[src/hdl/cmre_pkg.sv]
// ----------------------------------------------------------------------------
// cmre_pkg
// Shared types and constants of the context modeled range encoder.
// ----------------------------------------------------------------------------
`default_nettype none

package cmre_pkg;

  localparam int DEF_MAX_CONTEXTS = 4096;
  localparam int DEF_MAX_SYMBOLS  = 64;
  localparam int HSPACE_W         = 17;   // holds the largest allowed context count
  localparam int DIV_W            = 32;
  localparam int QUEUE_DEPTH      = 2;

  localparam logic [15:0] FREQ_STEP   = 16'd24;
  localparam int          FREQ_LIMIT  = 60000;
  localparam logic [31:0] EMIT_LIMIT  = 32'hFF00_0000;
  localparam logic [31:0] RANGE_MIN   = 32'h0100_0000;
  localparam logic [31:0] RANGE_INIT  = 32'hFFFF_FFFF;

  // configuration register indexes
  localparam logic [2:0] REG_ALPHABET   = 3'd0;
  localparam logic [2:0] REG_HISTORY    = 3'd1;
  localparam logic [2:0] REG_POS_BUCKET = 3'd2;
  localparam logic [2:0] REG_CHG_BUCKET = 3'd3;
  localparam logic [2:0] REG_MAX_READ   = 3'd4;

  localparam logic OP_ENCODE = 1'b0;
  localparam logic OP_FLUSH  = 1'b1;

  typedef struct packed {
    logic [6:0]  alphabet_size;
    logic [1:0]  history_order;
    logic [4:0]  position_buckets;
    logic [6:0]  change_buckets;
    logic [15:0] max_read_length;
  } cfg_t;

  typedef struct packed {
    logic       opcode;
    logic [5:0] symbol;
    logic       read_start;
  } in_item_t;

  typedef struct packed {
    logic [7:0]  lead_byte;
    logic [7:0]  fill_byte;
    logic [31:0] fill_count;
    logic        context_error;
    logic        last;
  } out_item_t;

  typedef enum logic [1:0] {
    CMD_ENCODE,
    CMD_FLUSH,
    CMD_ERROR
  } cmd_kind_t;

  typedef struct packed {
    cmd_kind_t             kind;
    logic [5:0]            symbol;
    logic                  read_start;
    logic [HSPACE_W-1:0]   hspace;
  } cmd_t;

endpackage

`default_nettype wire

[src/hdl/cmre_front.sv]
// ----------------------------------------------------------------------------
// cmre_front
// Accepts requests, checks the context count and classifies each request.
// ----------------------------------------------------------------------------
`default_nettype none

module cmre_front #(
  parameter int MAX_CONTEXTS = cmre_pkg::DEF_MAX_CONTEXTS,
  parameter int MAX_SYMBOLS  = cmre_pkg::DEF_MAX_SYMBOLS
) (
  input  wire logic               clk,
  input  wire logic               rst,
  input  wire cmre_pkg::cfg_t     cfg,
  input  wire logic               enable,
  input  wire logic               in_valid,
  output logic                    in_ready,
  input  wire cmre_pkg::in_item_t in_item,
  output logic                    cmd_valid,
  input  wire logic               cmd_ready,
  output cmre_pkg::cmd_t          cmd
);
  import cmre_pkg::*;

  localparam int VW = $clog2(MAX_CONTEXTS + 2);

  typedef enum logic [1:0] {
    F_IDLE,
    F_CALC,
    F_SEND
  } fstate_t;

  fstate_t     state;
  in_item_t    item;
  logic [VW-1:0] val;
  logic [VW-1:0] hsp;
  logic [2:0]  step;
  logic [6:0]  factor;
  logic [VW+6:0] prod;
  logic [VW-1:0] clamped;
  logic        bad_cfg;
  logic        drop;
  cmd_kind_t   kind;

  always_comb begin
    if (step < {1'b0, cfg.history_order}) begin
      factor = cfg.alphabet_size;
    end else if (step == {1'b0, cfg.history_order}) begin
      factor = {2'b00, cfg.position_buckets};
    end else begin
      factor = cfg.change_buckets;
    end
  end

  assign prod    = (VW+7)'(val) * (VW+7)'(factor);
  // saturate just above the limit so the product never grows further
  assign clamped = (prod > (VW+7)'(MAX_CONTEXTS)) ? VW'(MAX_CONTEXTS + 1) : prod[VW-1:0];

  assign bad_cfg = (cfg.alphabet_size == 7'd0) || (cfg.alphabet_size > 7'(MAX_SYMBOLS))
                || (cfg.position_buckets == 5'd0) || (cfg.change_buckets == 7'd0)
                || (val > VW'(MAX_CONTEXTS));

  always_comb begin
    drop = 1'b0;
    if (item.opcode == OP_FLUSH) begin
      kind = CMD_FLUSH;
    end else if (bad_cfg) begin
      kind = CMD_ERROR;
    end else begin
      kind = CMD_ENCODE;
      drop = {1'b0, item.symbol} >= cfg.alphabet_size;
    end
  end

  assign in_ready   = enable && (state == F_IDLE);
  assign cmd_valid  = (state == F_SEND) && !drop;
  assign cmd.kind       = kind;
  assign cmd.symbol     = item.symbol;
  assign cmd.read_start = item.read_start;
  assign cmd.hspace     = HSPACE_W'(hsp);

  always_ff @(posedge clk) begin
    if (rst) begin
      state <= F_IDLE;
    end else begin
      unique case (state)
        F_IDLE: begin
          if (in_valid && in_ready) begin
            item  <= in_item;
            val   <= VW'(1);
            hsp   <= VW'(1);
            step  <= 3'd0;
            state <= (in_item.opcode == OP_FLUSH) ? F_SEND : F_CALC;
          end
        end
        F_CALC: begin
          val  <= clamped;
          step <= step + 3'd1;
          if (step == {1'b0, cfg.history_order}) begin
            hsp <= val;
          end
          if (step == {1'b0, cfg.history_order} + 3'd1) begin
            state <= F_SEND;
          end
        end
        F_SEND: begin
          if (drop || cmd_ready) begin
            state <= F_IDLE;
          end
        end
        default: state <= F_IDLE;
      endcase
    end
  end

endmodule

`default_nettype wire

[config.mk]
export PLATFORM = sky130hd
export DESIGN_NAME = cmre_front
export DESIGN_NICKNAME = d
export VERILOG_FILES = /design/src/hdl/cmre_pkg.sv /design/src/hdl/cmre_front.sv
export SDC_FILE = /design/constraint.sdc
export NUM_CORES = 1
export LEC_CHECK = 0
export BUFFER_PORTS_ARGS = -buffer_cell sky130_fd_sc_hd__buf_2
export CAP_MARGIN = 20
export CORE_MARGIN = 4
export CORE_UTILIZATION = 30
export CTS_CLUSTER_SIZE = 10
export DETAILED_ROUTE_END_ITERATION = 8
export PLACE_DENSITY = 0.52
export SLEW_MARGIN = 5
export SYNTH_ARGS = -nofsm -noshare
export SYNTH_HDL_FRONTEND = slang
export SYNTH_SLANG_ARGS = --single-unit
[constraint.sdc]
create_clock -name clk -period 22.9 [get_ports clk]
set_input_delay 6.87 -clock clk [delete_from_list [all_inputs] [get_ports clk]]
set_output_delay 6.87 -clock clk [all_outputs]
set_load 0.01 [all_outputs]
---- Word level (Yosys, flattened, before mapping) ----
Cells that the tools add are included.
cells by class
  bitwise logic cells ..................... 1
  reductions and logical operators ........ 18
  multiply operators ...................... 1
  muxes and demuxes ....................... 18
  $add $sub $neg .......................... 2
  order comparisons ....................... 5
  equal/unequal tests ..................... 8
operators with widths
  cell                  count
  $pmux 13 s2           2
  $mux 13               3
  $gt 20x13->1 const B  1
  $mul 13x7->20         1
  $logic_not 7->1       2
  $mux 7                2
  $gt 13x13->1 const B  1
  $mux 2                6
  $reduce_and 3->1      3
  $ge 6x7->1            1
  $gt 7x7->1 const B    1
  $pmux 2 s3            1
  $pmux 3 s2            1
  $logic_not 5->1       1
  $logic_or 1x1->1      5
  $ne 2x1->1 const B    2
  $ne 2x2->1 const B    2
  $reduce_and 4->1      1
  $add 2x1->3 const B   1
  $add 3x1->3 const B   1
  $eq 3x2->1            1
  $eq 3x3->1            1
  $logic_and 1x1->1     3
  $lt 3x2->1            1
  other kinds (8)       9
storage, ports and cells
  flip-flop bits (word level) ............. 39
  output and inout bits ................... 28
  logic and storage cells ................. 60
  input port bits ......................... 50

---- Longest topological paths before layout ----
  depth after elaboration ................. 10
  depth in mapped cells ................... 26
  gate-level depth less buffers ........... 23

---- Worst setup path after synthesis ----
No wires, ideal clock.
  kind .................................... input to output
  from .................................... in cfg[30] in the netlist's numbering
  to ...................................... out cmd_valid
  required time ........................... 16.030 ns
  arrival ................................. 8.428 ns
  buffers on the path ..................... 0
  path slack .............................. 7.602 ns
  stages .................................. 9
  cell sequence ........................... ha_1 -> nand2b_1 -> a21o_1 -> a21o_1 -> a21o_1 -> a21o_1 -> a21oi_1 -> nor4_1 -> nor3b_1
between the ends
  word-level cells in the longest chain between the ends .. 9
  elaborated cells on any way between the ends .. 11
  classes of those cells .................. order compare (2); mux (2); reduce/logical (7)
RTL lines
  item                                                  line              RTL
  from (decl)                                           cmre_front.sv:13  input wire cmre_pkg::cfg_t cfg,
  $gt 7x7->1 / $logic_not 7->1 (equally long branches)  cmre_front.sv:58  assign bad_cfg = (cfg.alphabet_size == 7'd0) || (cfg.alphabet_size > 7'(MAX_SYMBOLS))
  $logic_or 1x1->1                                      cmre_front.sv:58
  $logic_or 1x1->1 (2 in a row)                         cmre_front.sv:59  || (cfg.position_buckets == 5'd0) || (cfg.change_buckets == 7'd0)
  $logic_or 1x1->1                                      cmre_front.sv:60  || (val > VW'(MAX_CONTEXTS));
  $mux 1 *                                              cmre_front.sv:66  end else if (bad_cfg) begin
  $mux 1 *                                              cmre_front.sv:64  if (item.opcode == OP_FLUSH) begin
  $logic_not 1->1 *                                     cmre_front.sv:75  assign cmd_valid = (state == F_SEND) && !drop;
  $logic_and 1x1->1 *                                   cmre_front.sv:75
  to (decl)                                             cmre_front.sv:18  output logic cmd_valid,
Every way passes the cells marked *; elsewhere a longest branch is shown, timed or not.

---- Final worst setup path ----
Same ends and word-level chain as after synthesis.

==> metrics.csv <==
stage,metric,value,unit
power_and_ir_drop,maximum vdd drop,0.0000339,V
routing,Met2 Wirelength,5670,um
run,Max-cap violations,0,
sta,Final Critical Period,15.54,ns
sta,Final Hold Vio Count,0,
logic_synthesis,async set-reset flop share out of synthesis,0,%
routing,Metal-1 WL,5410,um
logic_synthesis,register area share after synthesis,23.3,%
clock_tree,CTS tree,yes,
sta,Max Clock Skew,0.00757,ns
clock_tree,CTS buffer count,5,
setup_path,WP data arrival,8.67,ns
place,# port buffers,57,
power_and_ir_drop,PwrDens,92.0,nW/um^2
routing,DR pass1 iterations,4,
sta,Setup-failing EPs final,0,
sta,"Period Utilization, post-route",67.9,%
cells_and_area,"commonest non-fill, non-tap cell in the layout",and2_1,
clock_tree,Setup Buffers After CTS,0,
floorplanning,Die ar.,18600,um^2
routing,"antenna viol nets, final",0,
logic_synthesis,Synth Instances,505,
setup_path,WS Path Type,in2out,
global_route,gr ovfl total,0,
cells_and_area,Nets,713,
routing,Vias/cell,4.71,
sta,Max-Slew Margin vs Limit,27.7,%
logic_synthesis,Yosys top cell by area,edfxtp_1,
sta,Max Slew Vio Count,0,
floorplanning,Die Height,136,um
global_route,vias in the first global route,3746,
routing,WL met3,258,um
cells_and_area,most frequent cells in the layout,"and2_1 (63), inv_1 (60), nand2_1 (60)",
logic_synthesis,synthesized cell area,4940,um^2
place,GP Congestion,0.807,
cells_and_area,area grow syn2layout,13.5,%
routing,drt drc,0,
clock_tree,clock buffer depth,2,
floorplanning,Die Wd,136,um
logic_synthesis,number of distinct library cells after synthesis,55,
routing,DRT iter0 DRCs,189,
place,DP HPWL,9380,um
clock_tree,clock sink count,39,
sta,RSZ-0062 raised after global routing,no,
clock_tree,Root Driver,clkbuf_16,
clock_tree,hold_buf cts,0,
setup_path,Worst Setup End Kind,output port,
global_route,pin count of the biggest net entering global routing,17,
sta,Slew @ Worst Pin,1.08,ns
clock_tree,H-tree levels,2,
cells_and_area,layout cells sized above 1,16.2,%
clock_tree,post-CTS sizing,0,
clock_tree,clock insertion delay at the later pin of the skew report,0.28,ns
logic_synthesis,Synth Area per Inst,9.79,um^2
cells_and_area,ant diodes,0,
cells_and_area,FILL cells,1692,
routing,via count,3665,
logic_synthesis,Synth top area share,22.5,%
setup_path,"Max FO, Critical Path",3,
logic_synthesis,number of synthesized flops with an enable pin,37,
setup_path,WP data required,16.03,ns
logic_synthesis,#FFs+latches synth,39,
floorplanning,core area,16000,um^2
logic_synthesis,Ys Warns,0,
floorplanning,Rows,46,
logic_synthesis,ys flop type,edfxtp_1,
floorplanning,Top Ports,78,
global_route,total track usage,12.7,%
routing,Total Wirelength,11400,um
routing,Max Used Layer,met4,
global_route,first-pass GRT wire length,19100,um
sta,Setup TNS Final,0,ns
sta,fmax,64.3,MHz
floorplanning,Starting Density,30.9,%
cells_and_area,finished layout cell area,5610,um^2
global_route,antenna violations before repair,0,
place,cell area after placement,5470,um^2
clock_tree,clock slew at reported path FFs,0.06,ns
hold_path,Min-Delay Path Class,reg2reg,
power_and_ir_drop,LEAKAGE,2.56,nW
routing,Avg WL per Cell,14.7,um
logic_synthesis,Area contributors post-synth,"edfxtp_1 (22%), fa_1 (22%), ha_1 (12%)",
power_and_ir_drop,Final Power,516,uW
status,status,finished clean,
setup_path,crit start category,input port,
[worst max-delay path, stage by stage]
cell	delay [ns]
buf_2	0.12
ha_1	0.28
nand2b_1	0.14
a21o_1	0.17
a21o_1	0.17
a21o_1	0.17
a21o_1	0.17
a21oi_1	0.14
nor4_1	0.09
nor3b_1	0.20
buf_2	0.17
[stage by stage]
| stage | util, % | cells | hold WS [ns] | worst slack (ns) |
|---|---|---|---|---|
| 6_report | 35.1 | 778 | 0.593 | 7.36 |
| 5_1_grt | 35.1 | 778 | 0.635 | 7.23 |
| 4_1_cts | 35.0 | 777 | 0.599 | 7.36 |
| 3_5_place_dp | 34.2 | 769 | 0.591 | 7.37 |
| 3_3_place_gp | 34.1 | 768 | 0.583 | 7.33 |
| 2_1_floorplan | - | 508 | 0.562 | 7.60 |
[cells in the mapped netlist (3+ instances only)]
cell      instances
a21o_1           11
a21oi_1          16
a31oi_1           3
and2_1           63
and3_1            4
buf_4             4
clkbuf_1         12
edfxtp_1         37
fa_1             54
ha_1             48
inv_1            60
mux2i_1           6
nand2_1          60
nand2b_1          3
nand3_1           4
nor2_1           17
nor2b_1           4
nor3_1            8
nor3_2            3
nor3b_2           6
nor4_1            8
o211ai_1          3
o21ai_0           9
xnor2_1           8
xor2_1           12
[where the power goes]
part           internal (mW)  leakage (nW)  switching, mW
Combinational          0.146          2.14          0.220
Sequential            0.0816         0.358        0.00372
Clock                 0.0396        0.0659         0.0253
[state kept, by name, summed over array words and instances, names as in the netlist]
register / cells
cmd: 7
hsp: 13
item: 1
state: 2
step: 3
val: 13
[logic make-up (layout without fill, tap and decap cells)]
logic type | Yosys count | after routing | synth area share (%)
XOR/XNOR | 20 | 20 | 3.54
adder cells (fa/ha/maj) | 102 | 102 | 34.0
other | 1 | 4 | 0.0758
AO/OA/AOI/OAI | 65 | 65 | 9.82
multiplexers | 6 | 6 | 1.21
AND/OR/NAND/NOR | 193 | 193 | 21.6
flip-flops | 39 | 39 | 23.3
buffers and inverters | 79 | 133 | 6.45
[worst paths after layout]
kind / start / endpoint / slack (ns) / cells after the start
worst min register to register: step[0]$_SDFFCE_PN0P_ / step[0]$_SDFFCE_PN0P_ / 0.59 / 1
worst max register to register: step[1]$_SDFFCE_PN0P_ / val[0]$_SDFFCE_PN1P_ / 15.56 / 19
worst min-delay path: step[0]$_SDFFCE_PN0P_ / step[0]$_SDFFCE_PN0P_ / 0.59 / 1
worst max-delay path: cfg[30] / cmd_valid / 7.36 / 11
[layout make-up]
class,count,area [um^2],area share (%)
Tap cell,216,270,4.82
Clock buffer,6,129,2.30
Clock inverter,2,7.51,0.134
Timing Repair Buffer,65,343,6.11
Sequential cell,39,1150,20.5
Inverter,60,225,4.01
Multi-Input combinational cell,390,3490,62.1
[routing by layer]
metal,global-route usage (%),up-vias
li1,-,1796
met1,17.8,1812
met4,1.68,0
met2,21.8,49
met3,1.15,8
met5,0,-
Power figures use the tool's default switching activity.
