### src/hdl/cmre_pkg.sv
// ----------------------------------------------------------------------------
// cmre_pkg
// Shared types and constants of the context modeled range encoder.
// ----------------------------------------------------------------------------
`default_nettype none

package cmre_pkg;

  localparam int DEF_MAX_CONTEXTS = 4096;
  localparam int DEF_MAX_SYMBOLS  = 64;
  localparam int HSPACE_W         = 17;   // holds the largest allowed context count
  localparam int DIV_W            = 32;
  localparam int QUEUE_DEPTH      = 2;

  localparam logic [15:0] FREQ_STEP   = 16'd24;
  localparam int          FREQ_LIMIT  = 60000;
  localparam logic [31:0] EMIT_LIMIT  = 32'hFF00_0000;
  localparam logic [31:0] RANGE_MIN   = 32'h0100_0000;
  localparam logic [31:0] RANGE_INIT  = 32'hFFFF_FFFF;

  // configuration register indexes
  localparam logic [2:0] REG_ALPHABET   = 3'd0;
  localparam logic [2:0] REG_HISTORY    = 3'd1;
  localparam logic [2:0] REG_POS_BUCKET = 3'd2;
  localparam logic [2:0] REG_CHG_BUCKET = 3'd3;
  localparam logic [2:0] REG_MAX_READ   = 3'd4;

  localparam logic OP_ENCODE = 1'b0;
  localparam logic OP_FLUSH  = 1'b1;

  typedef struct packed {
    logic [6:0]  alphabet_size;
    logic [1:0]  history_order;
    logic [4:0]  position_buckets;
    logic [6:0]  change_buckets;
    logic [15:0] max_read_length;
  } cfg_t;

  typedef struct packed {
    logic       opcode;
    logic [5:0] symbol;
    logic       read_start;
  } in_item_t;

  typedef struct packed {
    logic [7:0]  lead_byte;
    logic [7:0]  fill_byte;
    logic [31:0] fill_count;
    logic        context_error;
    logic        last;
  } out_item_t;

  typedef enum logic [1:0] {
    CMD_ENCODE,
    CMD_FLUSH,
    CMD_ERROR
  } cmd_kind_t;

  typedef struct packed {
    cmd_kind_t             kind;
    logic [5:0]            symbol;
    logic                  read_start;
    logic [HSPACE_W-1:0]   hspace;
  } cmd_t;

endpackage

`default_nettype wire

### src/hdl/cmre_queue.sv
// ----------------------------------------------------------------------------
// cmre_queue
// Short command queue between the classifier and the coder.
// ----------------------------------------------------------------------------
`default_nettype none

module cmre_queue #(
  parameter int DEPTH = cmre_pkg::QUEUE_DEPTH
) (
  input  wire logic            clk,
  input  wire logic            rst,
  input  wire logic            push_valid,
  output logic                 push_ready,
  input  wire cmre_pkg::cmd_t  push_cmd,
  output logic                 pop_valid,
  input  wire logic            pop_ready,
  output cmre_pkg::cmd_t       pop_cmd
);
  import cmre_pkg::*;

  localparam int PW = (DEPTH > 1) ? $clog2(DEPTH) : 1;
  localparam int NW = $clog2(DEPTH + 1);

  cmd_t          slots [DEPTH];
  logic [PW-1:0] wr_ptr;
  logic [PW-1:0] rd_ptr;
  logic [NW-1:0] fill;
  logic          do_push;
  logic          do_pop;

  assign push_ready = fill != NW'(DEPTH);
  assign pop_valid  = fill != '0;
  assign do_push    = push_valid && push_ready;
  assign do_pop     = pop_valid && pop_ready;
  assign pop_cmd    = slots[rd_ptr];

  always_ff @(posedge clk) begin
    if (do_push) begin
      slots[wr_ptr] <= push_cmd;
    end
  end

  always_ff @(posedge clk) begin
    if (rst) begin
      wr_ptr <= '0;
      rd_ptr <= '0;
      fill   <= '0;
    end else begin
      if (do_push) begin
        wr_ptr <= (wr_ptr == PW'(DEPTH - 1)) ? '0 : wr_ptr + PW'(1);
      end
      if (do_pop) begin
        rd_ptr <= (rd_ptr == PW'(DEPTH - 1)) ? '0 : rd_ptr + PW'(1);
      end
      if (do_push && !do_pop) begin
        fill <= fill + NW'(1);
      end else if (do_pop && !do_push) begin
        fill <= fill - NW'(1);
      end
    end
  end

endmodule

`default_nettype wire

### config.mk
export PLATFORM = sky130hd
export DESIGN_NAME = cmre_queue
export DESIGN_NICKNAME = d
export VERILOG_FILES = /design/src/hdl/cmre_pkg.sv /design/src/hdl/cmre_queue.sv
export SDC_FILE = /design/constraint.sdc
export NUM_CORES = 1
export LEC_CHECK = 0
export ABC_CLOCK_PERIOD_IN_PS = 1600
export BUFFER_PORTS_ARGS = -buffer_cell sky130_fd_sc_hd__buf_2
export CAP_MARGIN = 10
export CELL_PAD_IN_SITES_DETAIL_PLACEMENT = 1
export CELL_PAD_IN_SITES_GLOBAL_PLACEMENT = 1
export CORE_UTILIZATION = 38
export CTS_CLUSTER_SIZE = 14
export DETAILED_ROUTE_END_ITERATION = 16
export GPL_ROUTABILITY_DRIVEN = 1
export PLACE_DENSITY = 0.74
export SKIP_CTS_REPAIR_TIMING = 1
export SLEW_MARGIN = 20
export SYNTH_ARGS = -nofsm -noshare
export SYNTH_HDL_FRONTEND = slang
export SYNTH_SLANG_ARGS = --single-unit
### constraint.sdc
create_clock -name clk -period 1.6 [get_ports clk]
set_clock_uncertainty 0.15 [all_clocks]
set_input_delay 0 -clock clk [delete_from_list [all_inputs] [get_ports clk]]
set_output_delay 0 -clock clk [all_outputs]
set_load 0.05 [all_outputs]
Yosys cells after proc, flatten, opt, wreduce, memory -nomap -nowiden

Memory sizes are Yosys's and may differ from the RTL's. A register that Yosys moved wholly into a read port is not among the register bits.
Index checks and enable logic that the tools add are counted.

Reduce and logical (&&, ||, !) cells: 8
Equal/unequal tests: 1
$add $sub $neg: 4
Mux-type cells: 8

Operators with widths:

| cell                                             | number |
|---|---|
| two-way mux 1 bit                                | 6 |
| logical AND 1 bit                                | 4 |
| two-way mux 2 bit                                | 2 |
| nonzero test 2 bit                               | 2 |
| adder 1 bit, second input constant               | 2 |
| adder 2 x 1 -> 2 bit, second input constant      | 1 |
| zero test 1 bit                                  | 2 |
| inequality test 2 bit, second input constant     | 1 |
| subtractor 2 x 1 -> 2 bit, second input constant | 1 |

Input bits: 30
RAM bits: 52
Memories: 1
Output and inout bits: 28
Register bits: 4

Memories:

| name  | words | bits a word | read ports | clocked after Yosys merged registers in | wr ports | RTL line         | RTL |
|---|---|---|---|---|---|---|---|
| slots | 2     | 26          | 1          | 1                                       | 1        | cmre_queue.sv:24 | `cmd_t slots [DEPTH];` |

Longest topological paths before layout

Gate-level depths: netlist of the first run.

Word-level depth: 6
Depth in mapped cells: 6
Depth with buffers taken out: 6

Worst setup path before layout of the first run

No wires, ideal clock.

Path kind: reg2reg
Start: register fill[0]
End: memory slots[1][0] in the netlist's numbering (enable)
Slack: -0.612 ns
Stages on the path, launching flop included: 3
Path buffers: 0
Required time: 1.065 ns
Arrival time: 1.676 ns
Cells stage by stage: dfxtp_1 -> nand2b_1 -> and3_1

Cells in the longest elaborated chain, start to end: 4

RTL lines:

| element                                 | RTL line         | RTL |
|---|---|---|
| from (decl)                             | cmre_queue.sv:27 | `logic [NW-1:0] fill;` |
| from (signal assigned)                  | cmre_queue.sv:56 | `fill <= fill + NW'(1);` |
| from (signal assigned)                  | cmre_queue.sv:58 | `fill <= fill - NW'(1);` |
| inequality test 2 bit                   | cmre_queue.sv:31 | `assign push_ready = fill != NW'(DEPTH);` |
| net push_ready                          | cmre_queue.sv:13 | `output logic push_ready,` |
| logical AND 1 bit                       | cmre_queue.sv:33 | `assign do_push = push_valid && push_ready;` |
| two-way mux 1 bit                       | cmre_queue.sv:38 | `if (do_push) begin` |
| two-way mux 1 bit (not written as such) | cmre_queue.sv:39 | `slots[wr_ptr] <= push_cmd;` |
| to (decl)                               | cmre_queue.sv:24 |  |

The timed path passes the listed nets, and every way through them passes these cells.

Worst setup path after layout of the first run

Start: register fill[0]
End: register fill[1]

Cells in the longest elaborated chain, start to end: 5

RTL lines:

| element                             | RTL line         | RTL |
|---|---|---|
| inequality test 2 bit (*)           | cmre_queue.sv:31 |  |
| logical AND 1 bit (*)               | cmre_queue.sv:33 |  |
| net do_push                         | cmre_queue.sv:28 | `logic do_push;` |
| zero test 1 bit                     | cmre_queue.sv:57 | `end else if (do_pop && !do_push) begin` |
| logical AND 1 bit                   | cmre_queue.sv:57 |  |
| nonzero test 2 bit (no source line) | n/a              |  |

Mark *: on every way through the listed nets, which the timed path passes. The rest lies on a longest branch. The select of a mux whose other input is x is not followed.
A chain may end at the register's enable or synchronous reset.

==> results of run 1 <==
-- cells in the final DEF, fill, tap and decap left out, types with 3 or more instances in the layout --
cell type	count
edfxtp_1	52
buf_6	20
clkinvlp_4	4
buf_2	31
clkbuf_8	9
buf_4	11
buf_12	3
mux2_2	26
dlygate4sd3_1	28
xor2_1	3
nor2_1	3
-- power breakdown --
part | switching (mW) | leakage [nW] | internal, mW
clock network | 0.556 | 0.0832 | 0.714
logic | 1.34 | 0.604 | 0.926
registers | 0.100 | 0.529 | 1.88
total | 2.00 | 1.22 | 3.52
-- worst register-to-register path, delay by kind of cell (launching register included) --
kind / cells / cell delay (ns)
compound gates: 1 / 0.12
xor+xnor: 1 / 0.14
fa+ha+maj: 1 / 0.15
flops: 1 / 0.34
simple gates: 3 / 0.61
-- cells in the mapped netlist --
| cell | instances | share of area |
|---|---|---|
| and3_1 | 1 | 0.0030 |
| nor2_1 | 3 | 0.0054 |
| or2_2 | 1 | 0.0030 |
| edfxtp_1 | 52 | 0.74 |
| xor2_1 | 3 | 0.013 |
| buf_2 | 1 | 0.0024 |
| mux2_2 | 26 | 0.14 |
| buf_4 | 2 | 0.0072 |
| ha_1 | 1 | 0.0060 |
| or3_1 | 1 | 0.0030 |
| nand2b_1 | 1 | 0.0030 |
| nand3b_1 | 1 | 0.0036 |
| a21bo_2 | 1 | 0.0048 |
| dfxtp_1 | 5 | 0.048 |
| a21oi_1 | 2 | 0.0048 |
| and2_1 | 1 | 0.0030 |
| o21ai_0 | 2 | 0.0048 |
| inv_1 | 1 | 0.0018 |
-- kinds of logic (layout without fill, tap and decap cells) --
| logic type | count (synthesis) | after routing | synth area share |
|---|---|---|---|
| simple gates | 9 | 9 | 0.0239 |
| flops | 57 | 57 | 0.792 |
| xor+xnor | 3 | 3 | 0.0125 |
| buf+inv | 4 | 111 | 0.0113 |
| compound gates | 5 | 5 | 0.0143 |
| fa+ha+maj | 1 | 1 | 0.00597 |
| mux | 26 | 26 | 0.140 |
-- worst paths after layout --
check	start	to	slack, ns	cells after the start
worst min register to register	rd_ptr$_SDFFE_PP0P_	rd_ptr$_SDFFE_PP0P_	0.37	2
worst max-delay path	fill[0]$_SDFFE_PP0P_	fill[1]$_SDFFE_PP0P_	0.02	6
worst min-delay path	pop_ready	rd_ptr$_SDFFE_PP0P_	0.01	5
worst max register to register	fill[0]$_SDFFE_PP0P_	fill[1]$_SDFFE_PP0P_	0.02	6
-- cell type report --
cell class                      instances  area [um^2]
Clock inverter                          5         56.3
Inverter                                1         7.51
Tap cell                               70         87.6
Fill cell                             500         1990
Timing Repair Buffer                   94          828
Multi-Input combinational cell         44          435
Sequential cell                        57         1670
Clock buffer                           11          131
-- sequential cells by signal (all words and copies together), names as in the netlist, named ones only --
| name | count |
|---|---|
| fill | 2 |
| rd_ptr | 1 |
| slots | 52 |
| wr_ptr | 1 |
-- metal layers --
metal / up-vias / GRT usage
met5: - / 0
met4: 0 / 0.0750
met3: 9 / 0.0850
met2: 40 / 0.250
met1: 632 / 0.167
li1: 608 / -
-- through the flow --
step	power, mW	cells	hold WS [ns]	area [um^2]
6_report	5.52	282	0.0148	3220
4_1_cts	5.14	252	-0.316	2740
3_5_place_dp	3.85	236	0.0423	2560
5_1_grt	5.75	282	0.0427	3220
3_3_place_gp	3.81	236	0.0395	2560
2_1_floorplan	3.40	105	-0.0850	2130
==> metrics.csv, run 1 <==
stage;metric;value;unit
detailed_routing;Met3 Wirelength;213;um
outcome;run status;finished, final reports clean;
setup_path;CP Capture Type;register;
global_routing;GRT Total Usage;0.156;
power;Peak VDD IR;0.000945;V
global_routing;gr ovfl total;0;
global_routing;largest net degree at the start of global routing;17;
floorplanning;initial core utilization;0.403;
clock_tree;H-tree Lvls;3;
timing;crit share post-route;0.991;
timing;slack of the critical path;0.0152;ns
yosys;Syn Area/Cell;20.0;um^2
clock_tree;CTS tree;done;
clock_tree;CTS root buf;clkbuf_8;
yosys;#FFs+latches synth;57;
setup_path;CP Max Fanout;5;
placement;pre-CTS WS;-0.0446;ns
power;Pwr Density;1720;nW/um^2
yosys;Synth cell types;18;
setup_path;Crit path max-delay family;simple AND/OR/NAND/NOR gates;
detailed_routing;DR pass1 iterations;4;
clock_tree;Worst-path clk slew;0.06;ns
floorplanning;site row count;26;
timing;final hold vios;0;
setup_path;CP Class;reg -> reg;
floorplanning;die width;76.3;um
clock_tree;Worst-Skew Late Latency;0.33;ns
floorplanning;Die ar.;5820;um^2
detailed_routing;ANT nets after route;0;
timing;Setup violations, final;0;
yosys;Syn Nets;136;
detailed_routing;DRT Wirelength;4710;um
timing;RSZ-0062 raised after global routing;true;
detailed_routing;Via-to-Cell Ratio;4.57;
power;Leak;1.22;nW
flow_run;# Max-Cap Violations;0;
detailed_routing;DRC violations left;0;
global_routing;initial antenna violation count;0;
finish;fraction of layout cells with a size suffix above 1;0.542;
global_routing;first-pass GRT wire length;6440;um
detailed_routing;Avg WL per Cell;16.7;um
setup_path;CP Launch Type;register;
timing;f_max;631;MHz
timing;Slew Viols, Final;0;
setup_path;Slowest-stage cell, CP;dfxtp_2;
detailed_routing;DR WL met2;2600;um
floorplanning;Die Y;76.3;um
finish;layout overhead on the synthesized area;53.4;%
worst_hold_path;min-delay worst type;in -> reg;
global_routing;vias in the first global route;1285;
finish;fin util;0.618;
detailed_routing;DRT iter0 DRCs;51;
clock_tree;clk buf depth;2;
detailed_routing;DR vias;1289;
setup_path;Critical Path AT;1.69;ns
timing;Final min period;1.58;ns
setup_path;Cell Chain, Critical Path;nand2b_4 > and2_4 > ha_4 > xor2_1 > or3_1 > a21oi_1;
floorplanning;# IOs;58;
detailed_routing;Top Metal Used;met4;
placement;Port Buffers;57;
yosys;Synth Warn #;0;
placement;post-detail-place hpwl;2710;um
yosys;Seq/Total Area, Yosys;0.792;
floorplanning;CORE AREA;5200;um^2
clock_tree;Sink Count;57;
clock_tree;TritonCTS Buffers;9;
placement;GP Congestion;0.681;
yosys;synthesized area;2100;um^2
timing;slew margin rel.;0.832;
setup_path;critical path data required time;1.71;ns
setup_path;critical path's largest stage delay;0.34;ns
yosys;Syn Inst Count;105;
setup_path;WP buf/inv;0;
timing;Worst-Margin Slew;0.254;ns
detailed_routing;M1 wire length;1790;um
timing;Setup TNS Final;0;ns
finish;number of diodes;0;
finish;final net count;238;
Power figures use the tool's default switching activity.
==> inputs of run 2 (changes only) <==
Settings changed: ABC_CLOCK_PERIOD_IN_PS 1600 to 1300.
Clock period 1.6 ns to 1.3 ns, I/O delays scaled along.
==> metrics.csv, run 2 (synthesis gave the netlist of run 1 again) <==
stage;metric;value;unit
outcome;run status;finished with violations;
outcome;violated checks;setup timing;
timing;final hold vios;0;
placement;Inst Count DP;241;
power;Leak;1.28;nW
setup_path;FF-to-FF path depth;6;
setup_path;Critical Path AT;1.68;ns
floorplanning;Die ar.;5820;um^2
worst_hold_path;Hold EP;wr_ptr$_SDFFE_PP0P_;
floorplanning;CORE AREA;5200;um^2
global_routing;initial antenna violation count;0;
clock_tree;Sink Count;57;
worst_hold_path;worst hold stages;4;
finish;Reg with most FFs;slots;
detailed_routing;DR vias;1296;
timing;f_max;634;MHz
setup_path;RR Startpoint;fill[0]$_SDFFE_PP0P_;
clock_tree;CTS root buf;clkbuf_8;
timing;slew margin rel.;0.835;
setup_path;critical path data required time;1.40;ns
finish;Largest register FFs;52;
setup_path;FF-to-FF setup slack;-0.28;ns
timing;Final min period;1.58;ns
detailed_routing;ANT nets after route;0;
worst_hold_path;min-delay src;push_valid;
timing;Slew Viols, Final;0;
global_routing;Most Used Layer, Global Route;met2;
setup_path;CP Capture Type;register;
timing;Worst-Margin Slew;0.249;ns
global_routing;vias in the first global route;1282;
worst_hold_path;min-delay worst type;in -> reg;
timing;RSZ-0062 raised after global routing;true;
detailed_routing;DRC violations left;0;
floorplanning;Die Y;76.3;um
clock_tree;Worst-path clk slew;0.06;ns
detailed_routing;DR pass1 iterations;4;
finish;most common cell after layout, fill and taps aside;edfxtp_1;
setup_path;critical path's largest stage delay;0.33;ns
finish;number of diodes;0;
clock_tree;clk buf depth;2;
finish;filler instances;487;
timing;Setup violations, final;81;
timing;slack of the critical path;-0.277;ns
floorplanning;# IOs;58;
setup_path;CP Max Fanout;4;
detailed_routing;DRT Wirelength;4770;um
clock_tree;TritonCTS Buffers;9;
power;Pwr Density;2110;nW/um^2
floorplanning;initial core utilization;0.403;
timing;hold slack;0.0210;ns
global_routing;GR Layer Usage met3;0.0515;
placement;GP Congestion;0.646;
finish;final net count;243;
clock_tree;Worst-Skew Late Latency;0.33;ns
global_routing;met1 global-route usage;0.175;
finish;most frequent cells in the layout;52 x edfxtp_1, 30 x buf_2, 28 x dlygate4sd3_1;
global_routing;GRT Total Usage;0.149;
floorplanning;site row count;26;
placement;Port Buffers;57;
finish;Largest regs;slots: 52 flops, fill: 2 flops;
finish;fraction of layout cells with a size suffix above 1;0.553;
setup_path;Slowest-stage cell, CP;dfxtp_2;
setup_path;Cell Chain, Critical Path;nand2b_4 > and2_4 > ha_4 > xor2_1 > or3_1 > a21oi_1;
clock_tree;CTS tree;done;
timing;crit share post-route;1.21;
power;Peak VDD IR;0.00143;V
finish;Non-Filler Instances;287;
detailed_routing;Via-to-Cell Ratio;4.52;
global_routing;largest net degree at the start of global routing;19;
placement;pre-CTS WS;-0.336;ns
setup_path;CP Launch Type;register;
clock_tree;H-tree Lvls;3;
global_routing;grt met2 use;0.237;
setup_path;CP Class;reg -> reg;
detailed_routing;Avg WL per Cell;16.6;um
detailed_routing;DRT iter0 DRCs;30;
placement;post-detail-place hpwl;2780;um
global_routing;gr ovfl total;0;
setup_path;Crit Reg-Reg Endpoint;fill[1]$_SDFFE_PP0P_;
floorplanning;die width;76.3;um
global_routing;first-pass GRT wire length;6310;um
flow_run;# Max-Cap Violations;0;
finish;layout overhead on the synthesized area;57.3;%
run 2: changes by cell type in the layout (fill, tap and decap cells not counted), moves of 2 or more:
cell        before  now
mux2_4           0    7
buf_4           11   17
buf_8            0    7
mux2_2          26   19
clkinv_1         1    3
clkinvlp_4       4    1
buf_6           20   14
run 2: layout make-up:
class                           count  area [um^2]  share of cell area
Clock buffer                       11          131              0.0398
Multi-Input combinational cell     44          475               0.144
Tap cell                           70         87.6              0.0265
Timing Repair Buffer               99          881               0.267
Inverter                            1         7.51             0.00228
Clock inverter                      5         46.3              0.0140
Sequential cell                    57         1670               0.506
run 2: worst max-delay path: cells and delay by family (launching register included):
family | cells | cell delay, ns
fa+ha+maj | 1 | 0.15
compound gates | 1 | 0.12
xor+xnor | 1 | 0.15
simple gates | 3 | 0.59
flops | 1 | 0.33
run 2: how the worst max path moves through the flow:
| stage | from | cells after the start | endpoint |
|---|---|---|---|
| after floorplan | fill[0]$_SDFFE_PP0P_ | 3 | slots[0][0]$_DFFE_PP_ |
| after global placement | fill[1]$_SDFFE_PP0P_ | 6 | fill[1]$_SDFFE_PP0P_ |
| after detailed placement | fill[1]$_SDFFE_PP0P_ | 6 | fill[1]$_SDFFE_PP0P_ |
| after CTS | register | 3 | pop_cmd[19] |
| after global routing | fill[0]$_SDFFE_PP0P_ | 6 | fill[1]$_SDFFE_PP0P_ |
| final | fill[0]$_SDFFE_PP0P_ | 6 | fill[1]$_SDFFE_PP0P_ |
run 2: power breakdown:
group | internal (mW) | switching, mW | leakage (nW)
Sequential | 2.32 | 0.117 | 0.529
Clock | 0.863 | 0.659 | 0.0898
Combinational | 1.31 | 1.71 | 0.658
run 2: per-stage QoR:
stage                     utilization  TNS [ns]  area, um^2  total power, mW
after global placement          0.501     -4.19        2610             4.78
final                           0.634    -15.87        3300             6.97
after detailed placement        0.501     -6.67        2610             4.85
after global routing            0.634    -21.03        3300             7.25
after floorplan                     -    -16.42        2130             4.19
after CTS                       0.535    -16.36        2780             6.39
run 2: metal layers:
| metal | vias up | share of wire |
|---|---|---|
| met2 | 45 | 0.53 |
| met1 | 629 | 0.41 |
| met4 | 0 | 0.0080 |
| met3 | 5 | 0.047 |
| met5 | - | 0 |
| li1 | 617 | - |
